`src/rtl/core/vces_pkg.sv`:
```
package vces_pkg;

  localparam int AMP_W    = 16;
  localparam int TIME_W   = 12;
  localparam int POS_W    = 4;
  localparam int VSUM_W   = 20;
  localparam int ESUM_W   = 22;
  localparam int VCNT_W   = 4;
  localparam int CCNT_W   = 6;
  localparam int CFG_IDX_W  = 3;
  localparam int CFG_DATA_W = 16;

  // Outer paddle that is left out of the outer layer entirely.
  localparam logic [3:0] OUTER_SKIP_COMPONENT = 4'd3;

  localparam logic [CFG_IDX_W-1:0] REG_AMP_THRESHOLD    = 3'd0;
  localparam logic [CFG_IDX_W-1:0] REG_VETO_SUM_LIMIT   = 3'd1;
  localparam logic [CFG_IDX_W-1:0] REG_TIME_LOW         = 3'd2;
  localparam logic [CFG_IDX_W-1:0] REG_TIME_HIGH        = 3'd3;
  localparam logic [CFG_IDX_W-1:0] REG_ENERGY_THRESHOLD = 3'd4;
  localparam logic [CFG_IDX_W-1:0] REG_SIMULATED_MODE   = 3'd5;

  localparam logic [AMP_W-1:0]  AMP_THRESHOLD_RST    = 16'd64;
  localparam logic [AMP_W-1:0]  VETO_SUM_LIMIT_RST   = 16'd128;
  localparam logic [TIME_W-1:0] TIME_LOW_RST         = 12'd50;
  localparam logic [TIME_W-1:0] TIME_HIGH_RST        = 12'd500;
  localparam logic [AMP_W-1:0]  ENERGY_THRESHOLD_RST = 16'd160;

  typedef struct packed {
    logic [AMP_W-1:0]  amp_threshold;
    logic [AMP_W-1:0]  veto_sum_limit;
    logic [TIME_W-1:0] time_low;
    logic [TIME_W-1:0] time_high;
    logic [AMP_W-1:0]  energy_threshold;
    logic              simulated_mode;
  } cfg_t;

  typedef struct packed {
    logic                    kind;
    logic                    layer;
    logic [3:0]              component;
    logic [AMP_W-1:0]        amplitude;
    logic [TIME_W-1:0]       hit_time;
    logic [AMP_W-1:0]        energy;
    logic                    sector;
    logic signed [POS_W-1:0] pos_x;
    logic signed [POS_W-1:0] pos_y;
  } hit_t;

  typedef struct packed {
    logic [VSUM_W-1:0]       outer_amp_sum;
    logic [VSUM_W-1:0]       inner_amp_sum;
    logic [VCNT_W-1:0]       outer_count;
    logic [VCNT_W-1:0]       inner_count;
    logic                    veto_quiet;
    logic [ESUM_W-1:0]       energy_total;
    logic [ESUM_W-1:0]       energy_top;
    logic [ESUM_W-1:0]       energy_bottom;
    logic [AMP_W-1:0]        seed_energy;
    logic signed [POS_W-1:0] seed_x;
    logic signed [POS_W-1:0] seed_y;
    logic [CCNT_W-1:0]       crystal_count;
  } summary_t;

  function automatic logic [VSUM_W-1:0] sat_add_v(logic [VSUM_W-1:0] a, logic [AMP_W-1:0] v);
    logic [VSUM_W:0] s;
    s = {1'b0, a} + {{(VSUM_W-AMP_W+1){1'b0}}, v};
    return s[VSUM_W] ? {VSUM_W{1'b1}} : s[VSUM_W-1:0];
  endfunction

  function automatic logic [ESUM_W-1:0] sat_add_e(logic [ESUM_W-1:0] a, logic [AMP_W-1:0] v);
    logic [ESUM_W:0] s;
    s = {1'b0, a} + {{(ESUM_W-AMP_W+1){1'b0}}, v};
    return s[ESUM_W] ? {ESUM_W{1'b1}} : s[ESUM_W-1:0];
  endfunction

  function automatic logic [VCNT_W-1:0] sat_inc_v(logic [VCNT_W-1:0] a);
    return (a == {VCNT_W{1'b1}}) ? a : a + VCNT_W'(1);
  endfunction

  function automatic logic [CCNT_W-1:0] sat_inc_c(logic [CCNT_W-1:0] a);
    return (a == {CCNT_W{1'b1}}) ? a : a + CCNT_W'(1);
  endfunction

endpackage

```
`src/rtl/core/vces_accum.sv`:
```
module vces_accum (
  input  logic              clk,
  input  logic              rst,
  input  logic              step,
  input  logic              step_last,
  input  vces_pkg::hit_t    hit,
  input  vces_pkg::cfg_t    cfg,
  output vces_pkg::summary_t summary
);
  import vces_pkg::*;

  logic [VSUM_W-1:0]       outer_acc, outer_acc_next;
  logic [VSUM_W-1:0]       inner_acc, inner_acc_next;
  logic [VCNT_W-1:0]       outer_hits, outer_hits_next;
  logic [VCNT_W-1:0]       inner_hits, inner_hits_next;
  logic [ESUM_W-1:0]       total_acc, total_acc_next;
  logic [ESUM_W-1:0]       top_acc, top_acc_next;
  logic [ESUM_W-1:0]       bottom_acc, bottom_acc_next;
  logic [AMP_W-1:0]        best_energy, best_energy_next;
  logic signed [POS_W-1:0] best_x, best_x_next;
  logic signed [POS_W-1:0] best_y, best_y_next;
  logic [CCNT_W-1:0]       used_crystals, used_crystals_next;

  logic in_window, counts, outer_sel, inner_sel, crystal_used;

  always_comb begin
    in_window = cfg.simulated_mode ||
                (hit.hit_time > cfg.time_low && hit.hit_time < cfg.time_high);
    counts       = (hit.amplitude > cfg.amp_threshold) && in_window;
    outer_sel    = !hit.kind && !hit.layer && (hit.component != OUTER_SKIP_COMPONENT);
    inner_sel    = !hit.kind && hit.layer;
    crystal_used = hit.kind && (hit.energy > cfg.energy_threshold);

    outer_acc_next     = outer_sel ? sat_add_v(outer_acc, hit.amplitude) : outer_acc;
    inner_acc_next     = inner_sel ? sat_add_v(inner_acc, hit.amplitude) : inner_acc;
    outer_hits_next    = (outer_sel && counts) ? sat_inc_v(outer_hits) : outer_hits;
    inner_hits_next    = (inner_sel && counts) ? sat_inc_v(inner_hits) : inner_hits;
    used_crystals_next = crystal_used ? sat_inc_c(used_crystals) : used_crystals;
    total_acc_next     = crystal_used ? sat_add_e(total_acc, hit.energy) : total_acc;
    top_acc_next       = (crystal_used && !hit.sector) ? sat_add_e(top_acc, hit.energy)
                                                      : top_acc;
    bottom_acc_next    = (crystal_used && hit.sector) ? sat_add_e(bottom_acc, hit.energy)
                                                     : bottom_acc;
    // A tie keeps the earlier seed.
    if (crystal_used && hit.energy > best_energy) begin
      best_energy_next = hit.energy;
      best_x_next      = hit.pos_x;
      best_y_next      = hit.pos_y;
    end else begin
      best_energy_next = best_energy;
      best_x_next      = best_x;
      best_y_next      = best_y;
    end

    summary.outer_amp_sum = outer_acc_next;
    summary.inner_amp_sum = inner_acc_next;
    summary.outer_count   = outer_hits_next;
    summary.inner_count   = inner_hits_next;
    summary.veto_quiet    = (outer_hits_next == '0) && (inner_hits_next == '0) &&
                            (outer_acc_next <= VSUM_W'(cfg.veto_sum_limit)) &&
                            (inner_acc_next <= VSUM_W'(cfg.veto_sum_limit));
    summary.energy_total  = total_acc_next;
    summary.energy_top    = top_acc_next;
    summary.energy_bottom = bottom_acc_next;
    summary.seed_energy   = best_energy_next;
    summary.seed_x        = best_x_next;
    summary.seed_y        = best_y_next;
    summary.crystal_count = used_crystals_next;
  end

  // The last word of an event leaves the accumulators cleared for the next one.
  always_ff @(posedge clk) begin
    if (rst || (step && step_last)) begin
      outer_acc     <= '0;
      inner_acc     <= '0;
      outer_hits    <= '0;
      inner_hits    <= '0;
      total_acc     <= '0;
      top_acc       <= '0;
      bottom_acc    <= '0;
      best_energy   <= '0;
      best_x        <= '0;
      best_y        <= '0;
      used_crystals <= '0;
    end else if (step) begin
      outer_acc     <= outer_acc_next;
      inner_acc     <= inner_acc_next;
      outer_hits    <= outer_hits_next;
      inner_hits    <= inner_hits_next;
      total_acc     <= total_acc_next;
      top_acc       <= top_acc_next;
      bottom_acc    <= bottom_acc_next;
      best_energy   <= best_energy_next;
      best_x        <= best_x_next;
      best_y        <= best_y_next;
      used_crystals <= used_crystals_next;
    end
  end

endmodule

```
`src/rtl/core/veto_calorimeter_event_summarizer.sv`:
```
// Veto and calorimeter event summariser. One hit word is accepted per clock cycle
// and each word is first captured in the input register at the accepting edge; a word
// not marked last is folded into the running event sums at the next edge. The word
// marked last is folded in, and loads the summary into the output register, at the
// first edge at which the output register is free. Hits keep flowing while a summary
// waits to be taken; only a last word that finds the output register still full waits
// in the input register, and then input ready drops until the summary is read.
// Thresholds and the time window are to be set through the write port only while no
// event is in progress; the block itself does not enforce this.
module veto_calorimeter_event_summarizer (
  input  logic                                clk,
  input  logic                                rst,
  input  logic                                cfg_we,
  input  logic [vces_pkg::CFG_IDX_W-1:0]      cfg_index,
  input  logic [vces_pkg::CFG_DATA_W-1:0]     cfg_data,
  input  logic                                in_valid,
  output logic                                in_ready,
  input  logic                                kind,
  input  logic                                layer,
  input  logic [3:0]                          component,
  input  logic [vces_pkg::AMP_W-1:0]          amplitude,
  input  logic [vces_pkg::TIME_W-1:0]         hit_time,
  input  logic [vces_pkg::AMP_W-1:0]          energy,
  input  logic                                sector,
  input  logic signed [vces_pkg::POS_W-1:0]   pos_x,
  input  logic signed [vces_pkg::POS_W-1:0]   pos_y,
  input  logic                                last,
  output logic                                out_valid,
  input  logic                                out_ready,
  output logic [vces_pkg::VSUM_W-1:0]         outer_amp_sum,
  output logic [vces_pkg::VSUM_W-1:0]         inner_amp_sum,
  output logic [vces_pkg::VCNT_W-1:0]         outer_count,
  output logic [vces_pkg::VCNT_W-1:0]         inner_count,
  output logic                                veto_quiet,
  output logic [vces_pkg::ESUM_W-1:0]         energy_total,
  output logic [vces_pkg::ESUM_W-1:0]         energy_top,
  output logic [vces_pkg::ESUM_W-1:0]         energy_bottom,
  output logic [vces_pkg::AMP_W-1:0]          seed_energy,
  output logic signed [vces_pkg::POS_W-1:0]   seed_x,
  output logic signed [vces_pkg::POS_W-1:0]   seed_y,
  output logic [vces_pkg::CCNT_W-1:0]         crystal_count
);
  import vces_pkg::*;

  cfg_t     cfg;
  hit_t     hit;
  logic     hit_valid;
  logic     hit_last;
  summary_t summary;
  summary_t result;
  logic     out_free;
  logic     step;

  always_ff @(posedge clk) begin
    if (rst) begin
      cfg.amp_threshold    <= AMP_THRESHOLD_RST;
      cfg.veto_sum_limit   <= VETO_SUM_LIMIT_RST;
      cfg.time_low         <= TIME_LOW_RST;
      cfg.time_high        <= TIME_HIGH_RST;
      cfg.energy_threshold <= ENERGY_THRESHOLD_RST;
      cfg.simulated_mode   <= 1'b0;
    end else if (cfg_we) begin
      case (cfg_index)
        REG_AMP_THRESHOLD:    cfg.amp_threshold    <= cfg_data;
        REG_VETO_SUM_LIMIT:   cfg.veto_sum_limit   <= cfg_data;
        REG_TIME_LOW:         cfg.time_low         <= cfg_data[TIME_W-1:0];
        REG_TIME_HIGH:        cfg.time_high        <= cfg_data[TIME_W-1:0];
        REG_ENERGY_THRESHOLD: cfg.energy_threshold <= cfg_data;
        REG_SIMULATED_MODE:   cfg.simulated_mode   <= cfg_data[0];
        default: ;
      endcase
    end
  end

  assign out_free = !out_valid || out_ready;
  assign step     = hit_valid && (!hit_last || out_free);
  assign in_ready = !hit_valid || step;

  always_ff @(posedge clk) begin
    if (rst) begin
      hit_valid <= 1'b0;
    end else if (in_ready) begin
      hit_valid <= in_valid;
    end
  end

  always_ff @(posedge clk) begin
    if (in_ready && in_valid) begin
      hit.kind      <= kind;
      hit.layer     <= layer;
      hit.component <= component;
      hit.amplitude <= amplitude;
      hit.hit_time  <= hit_time;
      hit.energy    <= energy;
      hit.sector    <= sector;
      hit.pos_x     <= pos_x;
      hit.pos_y     <= pos_y;
      hit_last      <= last;
    end
  end

  vces_accum u_accum (
    .clk       (clk),
    .rst       (rst),
    .step      (step),
    .step_last (hit_last),
    .hit       (hit),
    .cfg       (cfg),
    .summary   (summary)
  );

  always_ff @(posedge clk) begin
    if (rst) begin
      out_valid <= 1'b0;
    end else if (step && hit_last) begin
      out_valid <= 1'b1;
    end else if (out_ready) begin
      out_valid <= 1'b0;
    end
  end

  always_ff @(posedge clk) begin
    if (step && hit_last) begin
      result <= summary;
    end
  end

  assign outer_amp_sum = result.outer_amp_sum;
  assign inner_amp_sum = result.inner_amp_sum;
  assign outer_count   = result.outer_count;
  assign inner_count   = result.inner_count;
  assign veto_quiet    = result.veto_quiet;
  assign energy_total  = result.energy_total;
  assign energy_top    = result.energy_top;
  assign energy_bottom = result.energy_bottom;
  assign seed_energy   = result.seed_energy;
  assign seed_x        = result.seed_x;
  assign seed_y        = result.seed_y;
  assign crystal_count = result.crystal_count;

  // Only a last word facing an unread summary may be held back.
  a_hold_only_on_full_output: assert property (@(posedge clk) disable iff (rst)
    (hit_valid && !step) |-> (hit_last && out_valid && !out_ready))
    else $error("input register held without a waiting summary");

  // A new summary never overwrites one that has not been taken.
  a_no_overwrite: assert property (@(posedge clk) disable iff (rst)
    (step && hit_last) |-> (!out_valid || out_ready))
    else $error("summary overwritten before it was read");

  a_quiet_needs_no_counts: assert property (@(posedge clk) disable iff (rst)
    (out_valid && veto_quiet) |-> (outer_count == '0 && inner_count == '0))
    else $error("quiet flag with counted veto hits");

  // Any used crystal has a nonzero energy, so a seed exists exactly when one was used.
  a_seed_matches_count: assert property (@(posedge clk) disable iff (rst)
    out_valid |-> ((crystal_count == '0) == (seed_energy == '0)))
    else $error("seed energy disagrees with crystal count");

endmodule
```
`config.mk`:
```
export PLATFORM = sky130hd
export DESIGN_NAME = veto_calorimeter_event_summarizer
export DESIGN_NICKNAME = d
export VERILOG_FILES = /design/src/rtl/core/vces_pkg.sv /design/src/rtl/core/vces_accum.sv /design/src/rtl/core/veto_calorimeter_event_summarizer.sv
export SDC_FILE = /design/constraint.sdc
export NUM_CORES = 1
export LEC_CHECK = 0
export BUFFER_PORTS_ARGS = -buffer_cell sky130_fd_sc_hd__buf_4
export CORE_MARGIN = 3
export CORE_UTILIZATION = 30
export CTS_BUF_LIST = sky130_fd_sc_hd__clkbuf_8
export DETAILED_ROUTE_END_ITERATION = 16
export GPL_TIMING_DRIVEN = 0
export HOLD_SLACK_MARGIN = 0.03
export SLEW_MARGIN = 20
export SYNTH_ARGS = -nofsm -noshare
export SYNTH_HDL_FRONTEND = slang
export SYNTH_SLANG_ARGS = --single-unit
```
`constraint.sdc`:
```
create_clock -name clk -period 17 [get_ports clk]
set_input_delay 5.1 -clock clk [delete_from_list [all_inputs] [get_ports clk]]
set_output_delay 5.1 -clock clk [all_outputs]
set_load 0.02 [all_outputs]
```
# Word level (Yosys, flattened, before mapping)
# Index checks and enable logic that the tools add are counted.
[word_totals] regBits=424 latch_bits=0 mem_bits_rw=0 romBits=0 in_bits=84 out_inout_bits=147 wordCells=124 mem_count=0
[classes] addsub=8 n_mul=0 div_mod_pow=0 n_lt_le_gt_ge=7 eq_ne=9 shift=0 muxes=21 bitwise=0 reduce_logical=38
[op_table] operator="2-to-1 mux 22 bit" count=6
[op_table] operator="2-to-1 mux 20 bit" count=4
[op_table] operator="adder 22 x 16 -> 23 bit" count=3
[op_table] operator="> comparator 16 bit" count=3
[op_table] operator="adder 20 x 16 -> 21 bit" count=2
[op_table] operator="<= comparator 20 x 16 -> 1 bit" count=2
[op_table] operator="2-to-1 mux 4 bit" count=6
[op_table] operator="logical AND 1 bit" count=17
[op_table] operator="2-to-1 mux 16 bit" count=1
[op_table] operator="> comparator 12 bit" count=1
[op_table] operator="less-than comparator 12 bit" count=1
[op_table] operator="2-to-1 mux 6 bit" count=2
[op_table] operator="AND reduction 2 bit" count=6
[op_table] operator="adder 4 x 1 -> 4 bit (second input constant)" count=2
[op_table] operator="== test 4 bit (second input constant)" count=2
[op_table] operator="zero test 4 bit" count=2
[op_table] operator="adder 6 x 1 -> 6 bit (second input constant)" count=1
[op_table] operator="== test 3 x 2 -> 1 bit (second input constant)" count=2
[op_table] operator="== test 3 bit (second input constant)" count=2
[op_table] operator="== test 6 bit (second input constant)" count=1
[op_table] operator="zero test 1 bit" count=6
[op_table] operator="logical OR 1 bit" count=5
[op_table] operator="inequality test 4 x 2 -> 1 bit (second input constant)" count=1
[op_table] operator="== test 3 x 1 -> 1 bit (second input constant)" count=1
[op_table] operator="other kinds (3)" count=4

# Logic depth before layout (Yosys ltp)
# Gate-level depths: netlist of the first run.
[logic_depth] depth_word=10 ltp_mapped=21 depth_no_buf=21

# Modules after synthesis
# From an unflattened synthesis of the first run, not the netlist that was laid out.
[unflattened] hier_cells=2296 hier_area_um2=23072.1
[by_module_without_submodules] module="vces_accum" instances=1 cells_each=1806 area_each_um2=13860.8 seq_area_each_um2=2882.8
[by_module_without_submodules] module="veto_calorimeter_event_summarizer" instances=1 cells_each=490 area_each_um2=9211.3 seq_area_each_um2=7657.3

# Least setup slack after synthesis of the first run
# No wires, ideal clock.
[synth_timing] kind="input to output" from="input port out_ready" to="output port in_ready" arrival_ns=5.524 path_slack_ns=6.376 stages=2 path_cell_list="nor2b_1 nand3_1"
[synth_between] elab_chain_cells=4
[synth_lines] item="start, declared" line="veto_calorimeter_event_summarizer.sv:29" text="input logic out_ready,"
[synth_lines] item="logical OR 1 bit" line="veto_calorimeter_event_summarizer.sv:75" text="assign out_free = !out_valid || out_ready;"
[synth_lines] item="logical OR 1 bit" line="veto_calorimeter_event_summarizer.sv:76" text="assign step = hit_valid && (!hit_last || out_free);"
[synth_lines] item="logical AND 1 bit" line="veto_calorimeter_event_summarizer.sv:76"
[synth_lines] item="logical OR 1 bit" line="veto_calorimeter_event_summarizer.sv:77" text="assign in_ready = !hit_valid || step;"
[synth_lines] item="end, declared" line="veto_calorimeter_event_summarizer.sv:17" text="output logic in_ready,"
# No other way between the ends.

# Worst setup path in the final report of the first run
# Same ends and word-level chain as after synthesis.

==> results.ini, run 1 <==
[logic_synthesis]
yosys-top-cells-area=edfxtp_1 27%, dfxtp_1 19%, ha_1 10%, a21oi_1 5.6%, nand2_1 4.8%
synth_top_area_share_pct=27.3
synthFlopType=dfxtp_1
ys_seq_elements=424
synth_edf_count=205
synth_warnings=0
seq_area_frac_synth_pct=46.8
avgSynthCellArea_um2=9.45
synth_cell_types=77
synthArstFlopShare_pct=0
ys_top_cells_by_count=285 x nand2_1, 251 x a21oi_1, 219 x dfxtp_1
syn-num-nets=2659
synthCells=2384
synth_area_um2=22500
synth_most_common_cell=nand2_1
yosysTopAreaCell=edfxtp_1

[grt]
grt_pass1_vias=17900
grt_usage_pct=18.1
antenna_found_initial=5
grt.overflow.total=0
grt_max_degree=56
grt_pass1_wl_um=108000

[critical_path]
crit_family=simple AND/OR/NAND/NOR gates
cpMostUsedCell=buf_4
cp_max_fo=4
crit_path_start=out_ready
r2r_cells=21
path_buf_inv=2
r2r_slack_ns=10.27
critPathRequiredTime_ns=11.90
r2r_start=hit[37]
slowest_stage=nor2b_1
endpoint=in_ready
start_kind=input pin
critical_path.endpoint_type=primary output
arrival_ns=5.89
reg2reg_to=veto_quiet
worstSetupPathType=in -> out
worstPathCellList=buf_4 -> nor2b_1 -> nand3_1 -> buf_4
cp.depth=4
critPathMaxStageDelay_ns=0.33

[clocking]
ctsResizeCount=0
insertion_delay_ns=0.68
cts-buffers-inserted=79
post_cts_buffers=0
hold_buffers=0
clock_sinks=424
cts_root_buf=clkbuf_8
htree_num_levels=3
cts_tree=done
ctsLongestPathBuffers=3
path_clk_slew_ns=0.05

[timing]
clock_skew_ns=0.0515
fin_tns_setup_ns=0
grt_setup_unrepaired=no
hold_violations=0
achievable-frequency_mhz=91.0
fin_crit_ns=10.99
setup_viol=0
worst_pin_slew_ns=1.05
finalCritPeriodShare_pct=64.6
slew_headroom_pct=30.2
slew_viol_final=0

[routing]
drc=0
ant_nets=0
wirelength_um=73100
routed_via_density=5.12
drt_first_pass_iters=7
routedWlPerCell_um=19.6
vias=19100
drtIter0Drc=1305

[floorplan]
boundaryPins=231
die_w_um=280
core_area_um2=73700
start_util_pct=30.6
dieArea_um2=78400
die_y_um=280
core.rowCount=99

[placed_design]
place.gp.congestion=0.909
hpwl_um=54300
port_buffers=229

[cells_and_area]
areaGrowthSynthToFinish_pct=21.0
finish.utilization_pct=37.0
fin_nets=2977
layout-drive-gt1-share_pct=15.0
nFillCells=7509

[run]
max_cap_violations=0

[pwr]
pwr_density_cell_nw_per_um2=89.6
ir_worst_vdd_mv=0.0641
p_leak_nw=10.9

[hold_path]
min_path_type=reg -> reg

[status]
status=complete, no violations

[kinds of logic after synthesis]
family,share of synthesized area (%)
buffers and inverters,3.69
muxes,2.32
and+or+nand+nor,15.5
adders and majority gates,10.8
xor gates and xnor gates,2.84
DFF,46.8
AOI/OAI and AO/OA,18.1
[registers in the layout, indices dropped and copies added (netlist names), 22 cells and up]
signal,cells
cfg,73
energy_bottom,22
energy_top,22
energy_total,22
hit,59
u_accum.bottom_acc,22
u_accum.top_acc,22
u_accum.total_acc,22
[cell usage in the layout, fill, tap and decap left out, drive strengths merged, types with 20 or more instances in the layout]
cell	instances
xor2	26
clkbuf	182
inv	148
nor3	42
o211ai	23
o21ai	131
edfxtp	205
a21o	49
nand2	285
buf	247
a21oi	252
o21a	22
nor2b	25
nand3	77
xnor2	47
nand4	28
clkinv	20
and3	28
a31oi	56
mux2	33
nor2	207
ha	186
dfxtp	219
[layer usage]
metal | track usage [%] | routed length, um | part of all wire [%] | vias up
li1 | - | - | - | 9334
met1 | 25.7 | 34800 | 48 | 9017
met2 | 27.5 | 31800 | 43 | 605
met3 | 3.65 | 4860 | 6.6 | 113
met4 | 5.69 | 1660 | 2.3 | 2
met5 | 0 | 11 | 0.015 | -
[layout make-up]
type | instances | area [um2] | area share [%]
Clock buffer | 95 | 1310 | 4.80
Tap cell | 959 | 1200 | 4.40
Antenna cell | 2 | 5.00 | 0.0184
Timing Repair Buffer | 237 | 1890 | 6.93
Multi-Input combinational cell | 1741 | 11200 | 41.0
Inverter | 122 | 458 | 1.68
Sequential cell | 424 | 10500 | 38.7
Buffer | 97 | 374 | 1.37
Clock inverter | 51 | 302 | 1.11
[worst min-delay path by stage]
stage          startpoint       to  slack [ns]  cells past startpoint
5_1_grt           cfg[10]  cfg[10]        0.47                      2
2_1_floorplan     cfg[10]  cfg[10]        0.44                      2
3_5_place_dp      cfg[71]  cfg[71]        0.45                      2
3_3_place_gp      cfg[72]  cfg[72]        0.44                      2
6_report          cfg[62]  cfg[62]        0.45                      2
4_1_cts           cfg[52]  cfg[52]        0.46                      2
[through the flow]
stage	setup slack [ns]	instance area, um2	power [mW]	hold WS [ns]	std cells
global placement	3.61	25400	1.46	0.443	3572
CTS	6.00	27200	2.48	0.455	3725
detailed placement	6.01	25600	1.46	0.448	3579
global route	5.93	27300	2.55	0.473	3727
finish	6.01	27300	2.44	0.453	3728
floorplan	6.38	22500	1.34	0.436	2384
[tightest hold or removal path, cell delays in order (launching register included)]
cell,delay [ns]
dfxtp_1,0.30
nand2_1,0.05
a21oi_1,0.05
[report_power, final]
part | total, mW | internal (mW) | switching, mW
registers | 1.14 | 1.11 | 0.0312
clock network | 1.00 | 0.541 | 0.459
logic | 0.304 | 0.115 | 0.189
(Power assumes the default switching activity.)
==> run 2: changes to the inputs <==
Settings changed: ABC_AREA set to 1.
Clock period 17 ns to 11.35 ns, I/O delays scaled along.
==> run 2 against run 1 <==
Effect of this change:
- power is 61% higher
- sequential share of layout area down 2.1 points
- utilization decreased by 0.72 points
- first-iteration DRC count increased by 17%
- non-clock buffer count fell by 8
- design area increased by 5.6%
- setup slack worse by 2.1 ns
- critical path type unchanged
==> results.ini, run 2 <==
[critical_path]
slowest_stage=buf_4  ; was nor2b_1
worstPathCellList=buf_4 -> nor2_1 -> nand3_1 -> buf_4  ; was buf_4 -> nor2b_1 -> nand3_1 -> buf_4
arrival_ns=4.00  ; was 5.89 ns
cpMostUsedCell=buf_4  ; unchanged
critical_path.endpoint_type=primary output  ; unchanged
r2r_start=hit[37]  ; unchanged
start_kind=input pin  ; unchanged
critPathRequiredTime_ns=7.95  ; was 11.90 ns
cp_max_fo=3  ; was 4
worstSetupPathType=in -> out  ; unchanged
crit_path_start=out_ready  ; unchanged
critPathMaxStageDelay_ns=0.19  ; was 0.33 ns

[placed_design]
dp_slack_ns=3.93  ; was 6.01 ns
port_buffers=229  ; unchanged
place.gp.congestion=0.915  ; was 0.909
placed_area_um2=27300  ; was 25600 um2
place_inst=4302  ; was 3579
hpwl_um=61500  ; was 54300 um

[clocking]
ctsLongestPathBuffers=3  ; unchanged
cts-buffers-inserted=76  ; was 79
cts_tree=done  ; unchanged
post_cts_buffers=0  ; unchanged
path_clk_slew_ns=0.06  ; was 0.05 ns
ctsResizeCount=0  ; unchanged
htree_num_levels=3  ; unchanged
cts_root_buf=clkbuf_8  ; unchanged
clock_sinks=424  ; unchanged
hold_buffers=0  ; unchanged
insertion_delay_ns=0.69  ; was 0.68 ns

[pwr]
seq_power_share_pct=44.9  ; was 46.6%
p_leak_nw=13.5  ; was 10.9 nW
ir_worst_vdd_mv=0.0926  ; was 0.0641 mV
p_sw_share_pct=31.5  ; was 27.8%
pwr_density_cell_nw_per_um2=136  ; was 89.6 nW/um2
internal_power_mw=2.69  ; was 1.76 mW
p_sw_mw=1.24  ; was 0.680 mW
comb_power_share_pct=18.8  ; was 12.5%
power_frac_clock_pct=36.4  ; was 41.0%

[timing]
finalCritPeriodShare_pct=65.3
clock_skew_ns=0.0350  ; was 0.0515 ns
worst_pin_slew_ns=1.02  ; was 1.05 ns
fin_hold_ws_ns=0.458  ; was 0.453 ns
grt_setup_unrepaired=no  ; unchanged
fin_crit_ns=7.41
slew_headroom_pct=32.1  ; was 30.2%
fin_tns_setup_ns=0  ; unchanged
slew_viol_final=0  ; unchanged
layout_setup_ws_ns=3.94  ; was 6.01 ns
hold_violations=0  ; unchanged
achievable-frequency_mhz=135
setup_viol=0  ; unchanged

[grt]
grt_pass1_wl_um=121000  ; was 108000 um
grt_usage_pct=18.7  ; was 18.1%
grt_max_degree=79  ; was 56
grt_pass1_vias=20400  ; was 17900
grt.overflow.total=0  ; unchanged
antenna_found_initial=4  ; was 5

[cells_and_area]
areaGrowthSynthToFinish_pct=19.0  ; was 21.0%
top_register=cfg  ; unchanged
largest_register_ff_count=73  ; unchanged
top_regs=cfg (73), hit (59)  ; unchanged
fin_nets=3605  ; was 2977
layout_common_cells=609 x nand2_1, 463 x inv_1, 285 x a21oi_1  ; was 285 x nand2_1, 251 x a21oi_1, 230 x buf_4
stdcell_area_um2=28800  ; was 27300 um2
final_common_cell=nand2_1  ; unchanged
layout.cells.non_filler=4442  ; was 3728
layout-drive-gt1-share_pct=13.4  ; was 15.0%

[floorplan]
die_w_um=290  ; was 280 um
core.rowCount=103  ; was 99
die_y_um=290  ; was 280 um
dieArea_um2=84100  ; was 78400 um2
start_util_pct=30.5  ; was 30.6%
core_area_um2=79400  ; was 73700 um2
boundaryPins=231  ; unchanged

[logic_synthesis]
synth_area_um2=24200  ; was 22500 um2
synthArstFlopShare_pct=0  ; unchanged
synth_compound_area_share_pct=15.3  ; was 18.1%
seq_area_frac_synth_pct=43.6  ; was 46.8%
syn-num-nets=3296  ; was 2659
synth_most_common_cell=nand2_1  ; unchanged
synthSimpleGateAreaFrac_pct=19.2  ; was 15.5%
synthFlopType=dfxtp_1  ; unchanged
synth_top_family_by_area=simple AND/OR/NAND/NOR gates  ; was compound AO/OA/AOI/OAI gates
synth_mux_area_share_pct=0  ; was 2.32%
avgSynthCellArea_um2=8.01  ; was 9.45 um2
synthCells=3021  ; was 2384
synth_edf_count=205  ; unchanged
synth-xor-area-share_pct=2.82  ; was 2.84%
ys_top_cells_by_count=609 x nand2_1, 446 x inv_1, 285 x a21oi_1  ; was 285 x nand2_1, 251 x a21oi_1, 219 x dfxtp_1
synth_cell_types=54  ; was 77
synth_top_area_share_pct=25.4  ; was 27.3%
synth_warnings=0  ; unchanged
ys_seq_elements=424  ; unchanged
yosysTopAreaCell=edfxtp_1  ; unchanged
synth_fa_ha_area_share_pct=10.0  ; was 10.8%
yosys-top-cells-area=edfxtp_1 25%, dfxtp_1 18%, ha_1 9.6%, nand2_1 9.4%, inv_1 6.9%  ; was edfxtp_1 27%, dfxtp_1 19%, ha_1 10%, a21oi_1 5.6%, nand2_1 4.8%

[routing]
drc=0  ; unchanged
routedWlPerCell_um=18.1  ; was 19.6 um
wirelength_um=80400  ; was 73100 um
vias=21300  ; was 19100
drt_first_pass_iters=6  ; was 7
ant_nets=0  ; unchanged
routed_via_density=4.79  ; was 5.12
drtIter0Drc=1532  ; was 1305

[status]
status=complete, no violations  ; unchanged

[run]
max_cap_violations=0  ; unchanged

[hold_path]
min_path_type=reg -> reg  ; unchanged
hp-start=cfg[26]  ; was cfg[62]

## run 2: routing by layer
metal	routed length (um)	vias up	global-route usage, %
met5	13	-	0
met4	2530	2	6.96
met3	5270	136	3.51
met2	35200	618	29.1
met1	37400	9876	25.7
li1	-	10600	-
## run 2: worst paths after layout
check | to | slack [ns] | depth (start not counted)
max | in_ready | 3.94 | 4
min reg2reg | cfg[26] | 0.46 | 2
min | cfg[26] | 0.46 | 2
max reg2reg | veto_quiet | 6.66 | 29
## run 2: cells by family (layout without fill, tap and decap cells)
group           Yosys count  count (layout)
simple gates           1094            1094
other cells               0               1
buf+inv                 550             920
fa+ha+maj               191             191
compound gates          684             684
flops                   424             424
xor+xnor                 78              78
## run 2: power groups by stage
| stage | clock network [mW] | logic (mW) | registers, mW |
|---|---|---|---|
| final | 1.43 | 0.737 | 1.76 |
| after global routing | 1.54 | 0.828 | 1.77 |
| after CTS | 1.48 | 0.735 | 1.76 |
| after detailed placement | 0 | 0.731 | 1.79 |
| after global placement | 0 | 0.723 | 1.80 |
| after floorplan | 0 | 0.471 | 1.79 |
## run 2: area by class of cell
class	count	area [um2]
tap	1050	1310
clock buffer	85	1170
antenna	1	2.50
timing repair buffer	231	1770
sequential	424	10500
inverter	455	1720
buffer	95	469
clock inverter	54	322
multi-input combinational	2047	11500
fill	8470	50600
## run 2: critical path: cells and delay by family
kind	cells	cell delay, ns
simple gates	2	0.30
buf+inv	2	0.30
## run 2: stage by stage
step / power [mW] / utilization [%]
6_report: 3.92 / 36.3
5_1_grt: 4.13 / 36.3
4_1_cts: 3.97 / 36.3
3_5_place_dp: 2.52 / 34.4
3_3_place_gp: 2.52 / 34.3
2_1_floorplan: 2.26 / -
